--- config.mk ---
export PLATFORM = sky130hd
export DESIGN_NAME = longest_nonincreasing_subsequence
export DESIGN_NICKNAME = d
export VERILOG_FILES = /design/src/design/lnis_pkg.sv /design/src/design/longest_nonincreasing_subsequence.sv /design/src/design/lnis_ram.sv
export SDC_FILE = /design/constraint.sdc
export NUM_CORES = 2
export LEC_CHECK = 0
export ABC_AREA = 1
export CAP_MARGIN = 20
export CELL_PAD_IN_SITES_DETAIL_PLACEMENT = 0
export CELL_PAD_IN_SITES_GLOBAL_PLACEMENT = 1
export CORE_MARGIN = 2
export CORE_UTILIZATION = 50
export CTS_CLUSTER_DIAMETER = 60
export DETAILED_ROUTE_END_ITERATION = 8
export DONT_BUFFER_PORTS = 1
export PLACE_DENSITY = 0.83
export SLEW_MARGIN = 20
export SYNTH_ARGS = -nofsm -noshare
export SYNTH_HDL_FRONTEND = slang
export SYNTH_SLANG_ARGS = --single-unit
--- constraint.sdc ---
create_clock -name clk -period 12.6 [get_ports clk]
set_input_delay 3.78 -clock clk [delete_from_list [all_inputs] [get_ports clk]]
set_output_delay 3.78 -clock clk [all_outputs]
set_load 0.005 [all_outputs]
--- src/design/lnis_pkg.sv ---
`timescale 1ns / 1ps

package lnis_pkg;

  // Field widths fixed by the item formats.
  localparam int VAL_W = 32;
  localparam int POS_W = 7;

  // Default number of items a sequence may hold.
  localparam int MAX_ITEMS_DEF = 64;

  typedef enum logic [2:0] {
    S_IDLE,
    S_SEARCH,
    S_PRED,
    S_BT0,
    S_BT1,
    S_WALK,
    S_EMIT,
    S_DRAIN
  } lnis_state_t;

endpackage

--- src/design/longest_nonincreasing_subsequence.sv ---
`timescale 1ns / 1ps

// Longest non-increasing subsequence finder.
//
// Input items arrive on in_value / in_is_last and are taken at a rising edge
// where start is high and busy is low. Each item is placed into a table of
// tail values by a binary search that reads one tail per clock cycle from the
// tail memory, with at most ceil(log2(L+1)) search probes for L tails in use.
// No new item is taken until this item's tail and its predecessor link are
// written. The tail memory's single read port allows one probe per cycle.
//
// An item with in_is_last set, or the item that fills the store to MAX_ITEMS,
// ends the sequence. The block then walks the predecessor chain, one memory
// read per element, and emits the chosen 1-based positions in increasing
// order on out_position, one per cycle, each marked by out_valid. Every result
// carries the length on out_length, and out_run_end flags the last one. The
// block returns to idle in the cycle after the last result is shown. Results
// cannot be held off: each is shown for exactly one cycle. Reset (rst_n low,
// synchronous, busy held high) empties the sequence, as does each emitted run.
module longest_nonincreasing_subsequence
  import lnis_pkg::*;
#(
  parameter int MAX_ITEMS = MAX_ITEMS_DEF
) (
  input  logic                    clk,
  input  logic                    rst_n,
  input  logic                    start,
  output logic                    busy,
  input  logic signed [VAL_W-1:0] in_value,
  input  logic                    in_is_last,
  output logic                    out_valid,
  output logic        [POS_W-1:0] out_position,
  output logic        [POS_W-1:0] out_length,
  output logic                    out_run_end
);

  localparam int AW = $clog2(MAX_ITEMS);
  localparam int CW = $clog2(MAX_ITEMS + 1);
  localparam int TW = VAL_W + AW;
  localparam int PW = AW + 1;
  localparam int LW = AW + 1;
  localparam int LD = 2 ** LW;

  lnis_state_t state_r, state_nxt;

  // Control and working registers.
  logic        [CW-1:0]    item_count_r, item_count_nxt;
  logic        [CW-1:0]    best_len_r, best_len_nxt;
  logic        [CW-1:0]    lo_r, lo_nxt;
  logic        [CW-1:0]    hi_r, hi_nxt;
  logic        [AW-1:0]    mid_r, mid_nxt;
  logic                    probe_r, probe_nxt;
  logic        [AW-1:0]    k_r, k_nxt;
  logic signed [VAL_W-1:0] val_r, val_nxt;
  logic                    last_r, last_nxt;
  logic        [CW-1:0]    n_r, n_nxt;
  logic        [AW-1:0]    emit_idx_r, emit_idx_nxt;
  logic                    emit_vld_r, emit_vld_nxt;
  logic                    emit_last_r, emit_last_nxt;

  // Memory ports.
  logic                    tail_we;
  logic        [AW-1:0]    tail_waddr, tail_raddr;
  logic        [TW-1:0]    tail_wdata, tail_rdata;
  logic                    link_we;
  logic        [LW-1:0]    link_waddr, link_raddr;
  logic        [PW-1:0]    link_wdata, link_rdata;

  // Search step signals.
  logic signed [VAL_W-1:0] tail_val_rd;
  logic        [AW-1:0]    tail_pos_rd;
  logic        [CW-1:0]    lo_c, hi_c, lo_m1;
  logic        [CW:0]      mid_sum;
  logic                    search_more;
  logic        [AW-1:0]    item_idx;
  logic        [CW-1:0]    count_inc;
  logic        [CW-1:0]    k_inc;
  logic                    seq_end;
  logic                    pred_has;
  logic        [AW-1:0]    pred_idx;
  logic        [CW-1:0]    n_inc;

  assign tail_val_rd = tail_rdata[TW-1:AW];
  assign tail_pos_rd = tail_rdata[AW-1:0];
  assign pred_has    = link_rdata[PW-1];
  assign pred_idx    = link_rdata[AW-1:0];
  assign item_idx    = item_count_r[AW-1:0];
  assign count_inc   = item_count_r + CW'(1);
  assign k_inc       = CW'(k_r) + CW'(1);
  assign n_inc       = n_r + CW'(1);
  assign seq_end     = last_r || (count_inc >= CW'(MAX_ITEMS));

  // One binary-search step: fold in the tail read last cycle, then pick the next probe.
  always_comb begin
    lo_c = lo_r;
    hi_c = hi_r;
    if (probe_r) begin
      if (tail_val_rd >= val_r) begin
        lo_c = CW'(mid_r) + CW'(1);
      end else begin
        hi_c = CW'(mid_r);
      end
    end
    mid_sum     = {1'b0, lo_c} + {1'b0, hi_c};
    search_more = (lo_c < hi_c);
    lo_m1       = lo_c - CW'(1);
  end

  lnis_ram #(.DW(TW), .DEPTH(MAX_ITEMS)) u_tail_ram (
    .clk     (clk),
    .wr_en   (tail_we),
    .wr_addr (tail_waddr),
    .wr_data (tail_wdata),
    .rd_addr (tail_raddr),
    .rd_data (tail_rdata)
  );

  // The lower half holds each item's predecessor link, the upper half is the
  // reversal buffer filled during the backtrack. Links are only written while
  // items come in, and the buffer only while the chain is walked.
  lnis_ram #(.DW(PW), .DEPTH(LD)) u_link_ram (
    .clk     (clk),
    .wr_en   (link_we),
    .wr_addr (link_waddr),
    .wr_data (link_wdata),
    .rd_addr (link_raddr),
    .rd_data (link_rdata)
  );

  // Next state.
  always_comb begin
    state_nxt = state_r;
    unique case (state_r)
      S_IDLE: begin
        if (start) begin
          state_nxt = S_SEARCH;
        end
      end
      S_SEARCH: begin
        if (!search_more) begin
          state_nxt = S_PRED;
        end
      end
      S_PRED: begin
        state_nxt = seq_end ? S_BT0 : S_IDLE;
      end
      S_BT0: begin
        state_nxt = S_BT1;
      end
      S_BT1: begin
        state_nxt = (best_len_r <= CW'(1)) ? S_EMIT : S_WALK;
      end
      S_WALK: begin
        if (!pred_has || (n_inc >= best_len_r)) begin
          state_nxt = S_EMIT;
        end
      end
      S_EMIT: begin
        if (emit_idx_r == '0) begin
          state_nxt = S_DRAIN;
        end
      end
      S_DRAIN: begin
        state_nxt = S_IDLE;
      end
      default: begin
        state_nxt = S_IDLE;
      end
    endcase
  end

  // Datapath and memory controls.
  always_comb begin
    item_count_nxt = item_count_r;
    best_len_nxt   = best_len_r;
    lo_nxt         = lo_r;
    hi_nxt         = hi_r;
    mid_nxt        = mid_r;
    probe_nxt      = 1'b0;
    k_nxt          = k_r;
    val_nxt        = val_r;
    last_nxt       = last_r;
    n_nxt          = n_r;
    emit_idx_nxt   = emit_idx_r;
    emit_vld_nxt   = 1'b0;
    emit_last_nxt  = 1'b0;
    tail_we        = 1'b0;
    tail_waddr     = k_r;
    tail_wdata     = {val_r, item_idx};
    tail_raddr     = mid_r;
    link_we        = 1'b0;
    link_waddr     = {1'b0, item_idx};
    link_wdata     = '0;
    link_raddr     = {1'b1, emit_idx_r};
    unique case (state_r)
      S_IDLE: begin
        if (start) begin
          val_nxt  = in_value;
          last_nxt = in_is_last;
          lo_nxt   = '0;
          hi_nxt   = best_len_r;
        end
      end
      S_SEARCH: begin
        lo_nxt = lo_c;
        hi_nxt = hi_c;
        if (search_more) begin
          mid_nxt    = mid_sum[AW:1];
          tail_raddr = mid_sum[AW:1];
          probe_nxt  = 1'b1;
        end else begin
          // Fetch the tail one shorter to learn this item's predecessor.
          k_nxt      = lo_c[AW-1:0];
          tail_raddr = lo_m1[AW-1:0];
        end
      end
      S_PRED: begin
        tail_we        = 1'b1;
        link_we        = 1'b1;
        link_wdata     = (k_r != '0) ? {1'b1, tail_pos_rd} : '0;
        item_count_nxt = count_inc;
        if (k_inc > best_len_r) begin
          best_len_nxt = k_inc;
        end
      end
      S_BT0: begin
        tail_raddr = best_len_r[AW-1:0] - AW'(1);
      end
      S_BT1: begin
        link_we      = 1'b1;
        link_waddr   = {1'b1, AW'(0)};
        link_wdata   = {1'b0, tail_pos_rd};
        link_raddr   = {1'b0, tail_pos_rd};
        n_nxt        = CW'(1);
        emit_idx_nxt = '0;
      end
      S_WALK: begin
        link_raddr = {1'b0, pred_idx};
        if (!pred_has) begin
          emit_idx_nxt = n_r[AW-1:0] - AW'(1);
        end else begin
          link_we      = 1'b1;
          link_waddr   = {1'b1, n_r[AW-1:0]};
          link_wdata   = {1'b0, pred_idx};
          n_nxt        = n_inc;
          emit_idx_nxt = n_r[AW-1:0];
        end
      end
      S_EMIT: begin
        emit_vld_nxt  = 1'b1;
        emit_last_nxt = (emit_idx_r == '0);
        emit_idx_nxt  = emit_idx_r - AW'(1);
      end
      S_DRAIN: begin
        item_count_nxt = '0;
        best_len_nxt   = '0;
      end
      default: begin
      end
    endcase
  end

  always_ff @(posedge clk) begin
    if (!rst_n) begin
      state_r      <= S_IDLE;
      item_count_r <= '0;
      best_len_r   <= '0;
      probe_r      <= 1'b0;
      emit_vld_r   <= 1'b0;
      emit_last_r  <= 1'b0;
    end else begin
      state_r      <= state_nxt;
      item_count_r <= item_count_nxt;
      best_len_r   <= best_len_nxt;
      probe_r      <= probe_nxt;
      emit_vld_r   <= emit_vld_nxt;
      emit_last_r  <= emit_last_nxt;
    end
  end

  always_ff @(posedge clk) begin
    lo_r       <= lo_nxt;
    hi_r       <= hi_nxt;
    mid_r      <= mid_nxt;
    k_r        <= k_nxt;
    val_r      <= val_nxt;
    last_r     <= last_nxt;
    n_r        <= n_nxt;
    emit_idx_r <= emit_idx_nxt;
  end

  // The reversal buffer is read last entry first, so positions come out ascending.
  assign busy         = (state_r != S_IDLE) || !rst_n;
  assign out_valid    = emit_vld_r;
  assign out_run_end  = emit_last_r;
  assign out_position = POS_W'(link_rdata[AW-1:0]) + POS_W'(1);
  assign out_length   = POS_W'(n_r);

  a_out_while_busy: assert property (@(posedge clk) disable iff (!rst_n)
    out_valid |-> busy)
    else $error("result strobe outside a run");

  a_run_end_marked: assert property (@(posedge clk) disable iff (!rst_n)
    out_run_end |-> out_valid)
    else $error("run end without a result");

  a_tails_bounded: assert property (@(posedge clk) disable iff (!rst_n)
    best_len_r <= item_count_r)
    else $error("more tails than items");

  a_accept_busy: assert property (@(posedge clk) disable iff (!rst_n)
    (start && !busy) |=> busy)
    else $error("accepted item did not start work");

endmodule

--- src/design/lnis_ram.sv ---
`timescale 1ns / 1ps

// Single-port-write, single-port-read synchronous memory with a registered read.
module lnis_ram
  import lnis_pkg::*;
#(
  parameter int DW    = VAL_W,
  parameter int DEPTH = MAX_ITEMS_DEF,
  localparam int AW   = $clog2(DEPTH)
) (
  input  logic          clk,
  input  logic          wr_en,
  input  logic [AW-1:0] wr_addr,
  input  logic [DW-1:0] wr_data,
  input  logic [AW-1:0] rd_addr,
  output logic [DW-1:0] rd_data
);

  logic [DW-1:0] mem [DEPTH];

  always_ff @(posedge clk) begin
    if (wr_en) begin
      mem[wr_addr] <= wr_data;
    end
  end

  always_ff @(posedge clk) begin
    rd_data <= mem[rd_addr];
  end

endmodule

# Yosys cells after proc, flatten, opt, wreduce, memory -nomap -nowiden
# Memories as Yosys holds them, arrays and structs flattened. A register that Yosys moved wholly into a read port is not among the register bits.
# Index checks and enable logic that the tools add are counted.
# op_classes
addsub	10
magnitude_cmp	6
n_eq_ne	13
n_mux	39
bitwise	1
reduce_logical	23
# op_table
cell	count
$pmux W7 S2	7
$mux W7	10
$ge A32 B32 Y1	1
$pmux W3 S8	1
$sub A6 B1 Y6 const B	4
$add A6 B1 Y7 const B	3
$pmux W7 S3	1
$mux W6	3
$pmux W6 S3	1
$reduce_and A2 Y1	8
$add A7 B1 Y7 const B	2
$eq A3 B3 Y1 const B	4
$mux W3	4
$pmux W6 S2	1
$ne A2 B2 Y1 const B	5
$mux W1	8
$add A7 B7 Y7	1
$ge A7 B7 Y1	1
$ge A7 B7 Y1 const B	1
$gt A7 B7 Y1	1
$le A7 B1 Y1 const B	1
$lt A7 B7 Y1	1
$eq A3 B2 Y1 const B	2
$logic_not A6 Y1	1
13 further kinds	20
# word_totals
ff_bits	92
ramBits	3328
inputBits	36
out_inout_bits	17
wordCells	108
mem_count	2
# memory_table
memory	depth	word_bits	rd	rd_ports_with_merged_regs	write_ports	line	source
u_tail_ram.mem	64	38	1	1	1	lnis_ram.sv:19	logic [DW-1:0] mem [DEPTH];
u_link_ram.mem	128	7	1	1	1	lnis_ram.sv:19	

# Depth between registers and ports, before layout
# logic_depth
ltp_word	6
depth_mapped	41
depth_no_buf	37

# Cells and area by module
# Synthesis repeated with hierarchy kept, for this count alone.
# hier_totals
cells_unflattened	11939
hier_area_um2	141361.8
# by_module_without_submodules
module	n_inst	cells_each	area_per_inst_um2	seq_area_each_um2
lnis_ram at u_tail_ram	1	8027	97886.4	73790.8
lnis_ram at u_link_ram	1	3152	37091.8	27045.9
longest_nonincreasing_subsequence	1	760	6383.6	2562.5

# Worst setup path after synthesis
# No wires, ideal clock.
# synth_timing
kind	reg2reg
startpoint	reg state_r[1]
endpoint	mem u_link_ram.mem[0][5] in the netlist's numbering (data pin)
setup_time_ps	1795
arrival_time_ps	9219
required_ps	10805
setup_slack_ps	1586
path_stages_with_launch	7
n_path_buf	1
period_less_slack_ps	11014
path_cell_list	dfxtp_1 -> inv_2 -> nand2_1 -> nor2_1 -> inv_2 -> clkbuf_1 -> o311ai_0
# synth_via
elab_chain_cells	2
word_cells_on_any_way	4
cone_classes	eq/ne (3); mux (1)
# synth_rtl
item	line	source
start: declaration	longest_nonincreasing_subsequence.sv:44	lnis_state_t state_r, state_nxt;
start signal: assignment	longest_nonincreasing_subsequence.sv:272	state_r <= state_nxt;
$eq A3 B3 Y1 / $eq A3 B2 Y1 (equally long branches)	longest_nonincreasing_subsequence.sv:195	unique case (state_r)
$pmux W7 S3 *	longest_nonincreasing_subsequence.sv:195	
named net link_wdata[5]	longest_nonincreasing_subsequence.sv:67	logic [PW-1:0] link_wdata, link_rdata;
end: declaration	lnis_ram.sv:19	
# The timed path passes the listed nets; every way through them passes the cells marked *.

# Worst setup path in the final report
# layout_timing
startpoint	reg val_r[19]
endpoint	reg u_tail_ram.rd_data[29] (read register of u_tail_ram.mem)
# layout_via
elab_chain_cells	6
word_cells_on_any_way	10
cone_classes	add/sub (2); order compare (2); mux (6)
# layout_rtl
item	line	source
start: declaration	longest_nonincreasing_subsequence.sv:54	logic signed [VAL_W-1:0] val_r, val_nxt;
start signal: assignment	longest_nonincreasing_subsequence.sv:286	val_r <= val_nxt;
$ge A32 B32 Y1 *	longest_nonincreasing_subsequence.sv:98	if (tail_val_rd >= val_r) begin
$mux W7	longest_nonincreasing_subsequence.sv:98	
$mux W7	longest_nonincreasing_subsequence.sv:97	if (probe_r) begin
$add A7 B7 Y7, or another cell as far along	longest_nonincreasing_subsequence.sv:104	mid_sum = {1'b0, lo_c} + {1'b0, hi_c};
$mux W6 *	longest_nonincreasing_subsequence.sv:207	if (search_more) begin
$pmux W6 S2 *	longest_nonincreasing_subsequence.sv:195	
end: declaration	lnis_ram.sv:16	output logic [DW-1:0] rd_data
# Mark *: on every way between the ends. The rest lies on a longest branch, timed or not.
# A chain may end at the register's enable or synchronous reset.

==> flow_summary_export.csv <==
group,metric,value,unit
run_status,outcome,"finished, final reports clean",
sta,period_needed,9.33,ns
detailed_routing,drc_errors,0,
power_and_ir_drop,peakVddDrop,298,µV
synth,synth.distinct_cells,52,
hold_path,hold_class,"flip-flop to flip-flop",
synth,synth_common_cells,"edfxtp_1 (3400), nand3_1 (2613), nand2_1 (1596), inv_1 (1515), nand3b_1 (912)",
clocking,hold_buffers,0,
floorplanning,die_y,551,µm
detailed_routing,vias,102260,
sta,hold_viol_final,0,
synth,synth_ff_type,"edfxtp_1",
run,maxCapViolations,0,
grt,grtUsageTotal,27.8,%
sta,worst_pin_slew,1.17,ns
layout,stdcell_count,16956,
worst_setup_path,critical_path.top_delay_family,"simple AND/OR/NAND/NOR gates",
grt,grt_pass1_wl,633000,µm
detailed_routing,drtAntennaViolNets,0,
worst_setup_path,crit_required,13.44,ns
place,port_buffers,0,
worst_setup_path,endpoint_kind,"flip-flop",
floorplanning,core_area,297000,µm²
sta,setup_violations,0,
synth,avgSynthCellArea,11.5,µm²
worst_setup_path,crit_buf_inv,7,
layout,post-route-util,55.5,%
power_and_ir_drop,p_leak,0.0608,µW
grt,grt_pass1_vias,97629,
floorplanning,num_rows,200,
detailed_routing,wl_per_cell,25.5,µm
worst_setup_path,cp_common_cell,"nand2_1",
synth,synth_edf_count,3400,
sta,maxSlewHeadroom,22.2,%
synth,yosysWarnings,0,
synth,yosysMostFrequentCell,"edfxtp_1",
detailed_routing,drt_iter0_drc,15274,
synth,synth_nets,13073,
clocking,clk_pin_slew,0.06,ns
floorplanning,pin_count,53,
clocking,cts_tree,"yes",
grt,grt_max_degree,220,
clocking,cts_resized,0,
layout,drive_gt1_share,6.73,%
clocking,post_cts_buffers,0,
synth,ys_seq_area_share,69.2,%
sta,rsz0062_at_grt,"no",
worst_setup_path,worstPathMaxFanout,105,
synth,synth_seq_cells,3465,
sta,finalCritPeriodShare,74.0,%
synth,synth_largest_area_cell,"edfxtp_1",
worst_setup_path,path_class,"flip-flop to flip-flop",
detailed_routing,drt_pass1_iterations,8,
detailed_routing,wl,432000,µm
clocking,clock-sinks,3465,
grt,antenna_found_initial,21,
worst_setup_path,crit_slowest_cell,"nand2_8",
synth,synth_area_leaders,"edfxtp_1 (68%), nand3_1 (8.7%), nand3b_1 (4.6%)",
floorplanning,die_x,551,µm
power_and_ir_drop,power-per-cell-area,257,nW/µm²
layout,num-nets-final,12815,
synth,syn-instance-count,12968,
synth,synth_area,149000,µm²
clocking,insertion_delay,0.94,ns
detailed_routing,vias_per_cell,6.03,
layout,syn_to_final_growth,10.3,%
synth,synth_top_area_share,68.3,%
synth,async_reset_ff_share,0,%
clocking,cts_buffers,364,
clocking,cts_root_buf,"clkbuf_16",
clocking,htree_levels,5,
grt,grt-ovfl-total,0,
sta,maxSlewViolCount,0,
worst_setup_path,cp-start-kind,"flip-flop",
floorplanning,start_util,50.3,%
sta,finClkSkew,0.0810,ns
sta,setup_tns,0,ns
place,dp.cells,16283,
place,gp_congestion,0.846,
worst_setup_path,cp.arrival,10.17,ns
sta,fmax,107,MHz
clocking,clockBufferDepth,4,
worst_setup_path,cpPeakStageDelay,0.85,ns
place,hpwl,219000,µm
floorplanning,dieArea,303000,µm²
final timing paths:
check	cells past startpoint	slack [ns]	from	endpoint
hold reg to reg	2	0.48	item_count_r[6]$_SDFFE_PN0P_	item_count_r[6]$_SDFFE_PN0P_
setup / recovery	29	3.27	val_r[19]$_DFFE_PP_	u_tail_ram.rd_data[29]$_DFF_P_
setup reg to reg	29	3.27	val_r[19]$_DFFE_PP_	u_tail_ram.rd_data[29]$_DFF_P_
hold / removal	2	0.48	item_count_r[6]$_SDFFE_PN0P_	item_count_r[6]$_SDFFE_PN0P_
logic make-up after synthesis:
logic type / after synthesis / share of synthesized area, %
DFF: 3465 / 69.2
AOI/OAI and AO/OA: 1012 / 3.80
and+or+nand+nor: 5994 / 19.6
adders and majority gates: 69 / 0.583
xor gates and xnor gates: 27 / 0.158
buffers and inverters: 2401 / 6.63
routing by layer:
metal	track usage, %	vias up	part of all wire [%]	wire (µm)
li1	-	44984	-	-
met1	40.0	50247	40	172000
met2	42.4	6103	45	193000
met3	5.95	916	12	52800
met4	8.65	10	3.1	13500
met5	0	-	0.015	65
power by group:
| part | internal [µW] | total, µW | leakage [µW] | switching, µW |
|---|---|---|---|---|
| Clock | 6180 | 10700 | 0.00574 | 4490 |
| Combinational | 4510 | 17800 | 0.0236 | 13300 |
| Sequential | 13600 | 13800 | 0.0314 | 209 |
| Total | 24300 | 42300 | 0.0608 | 18000 |
worst min-delay path: stages (launching register included):
cell and delay (ns):
dfxtp_1 0.31, nand2_1 0.06, a21oi_1 0.05
layout by cell type, fill, tap and decap left out, types with 6 or more instances in the layout:
cell type	netlist	routed
a21oi_1	48	45
nor3_1	11	10
xor2_1	25	25
inv_2	11	10
clkinvlp_4	0	11
clkinv_1	6	72
dfxtp_1	65	59
o21ai_0	591	590
buf_4	28	219
inv_6	0	13
nor2_1	811	746
diode_2	0	10
edfxtp_1	3400	3400
nand2_1	1596	1596
nor2_4	1	66
o21ai_1	18	18
clkbuf_1	306	87
buf_12	0	25
dfxtp_2	0	6
ha_1	68	68
clkinv_2	1	52
nand3_1	2613	2612
o221ai_1	30	30
inv_1	1515	1512
bufinv_16	0	35
o22ai_1	256	256
nand4_1	24	24
clkbuf_16	0	368
o211ai_1	35	35
clkbuf_8	0	13
a31oi_1	8	8
nand3b_1	912	912
layout make-up:
type / count / area, µm²
fill: 23957 / 132000
sequential: 3465 / 103000
multi-input combinational: 7102 / 36800
clock buffer: 468 / 9710
inverter: 1533 / 5790
tap: 3939 / 4930
timing repair buffer: 244 / 2140
clock inverter: 195 / 2090
antenna: 10 / 25.0
stage by stage:
stage          power (µW)  worst slack, ns  instance area [µm²]  hold slack, ns
3_3_place_gp        31200             3.84               153000           0.465
5_1_grt             44200             2.92               165000           0.496
2_1_floorplan       25600             1.59               149000           0.454
4_1_cts             42000             3.67               165000           0.481
3_5_place_dp        31400             3.72               153000           0.473
6_report            42300             3.27               165000           0.477
state kept, by name, indices dropped and copies added, names as in the netlist, 32 cells and up:
| name | cells |
|---|---|
| u_tail_ram.mem | 2432 |
| u_link_ram.mem | 896 |
| val_r | 32 |
| u_tail_ram.rd_data | 38 |
Note: power is estimated with default switching activity, not from simulation.
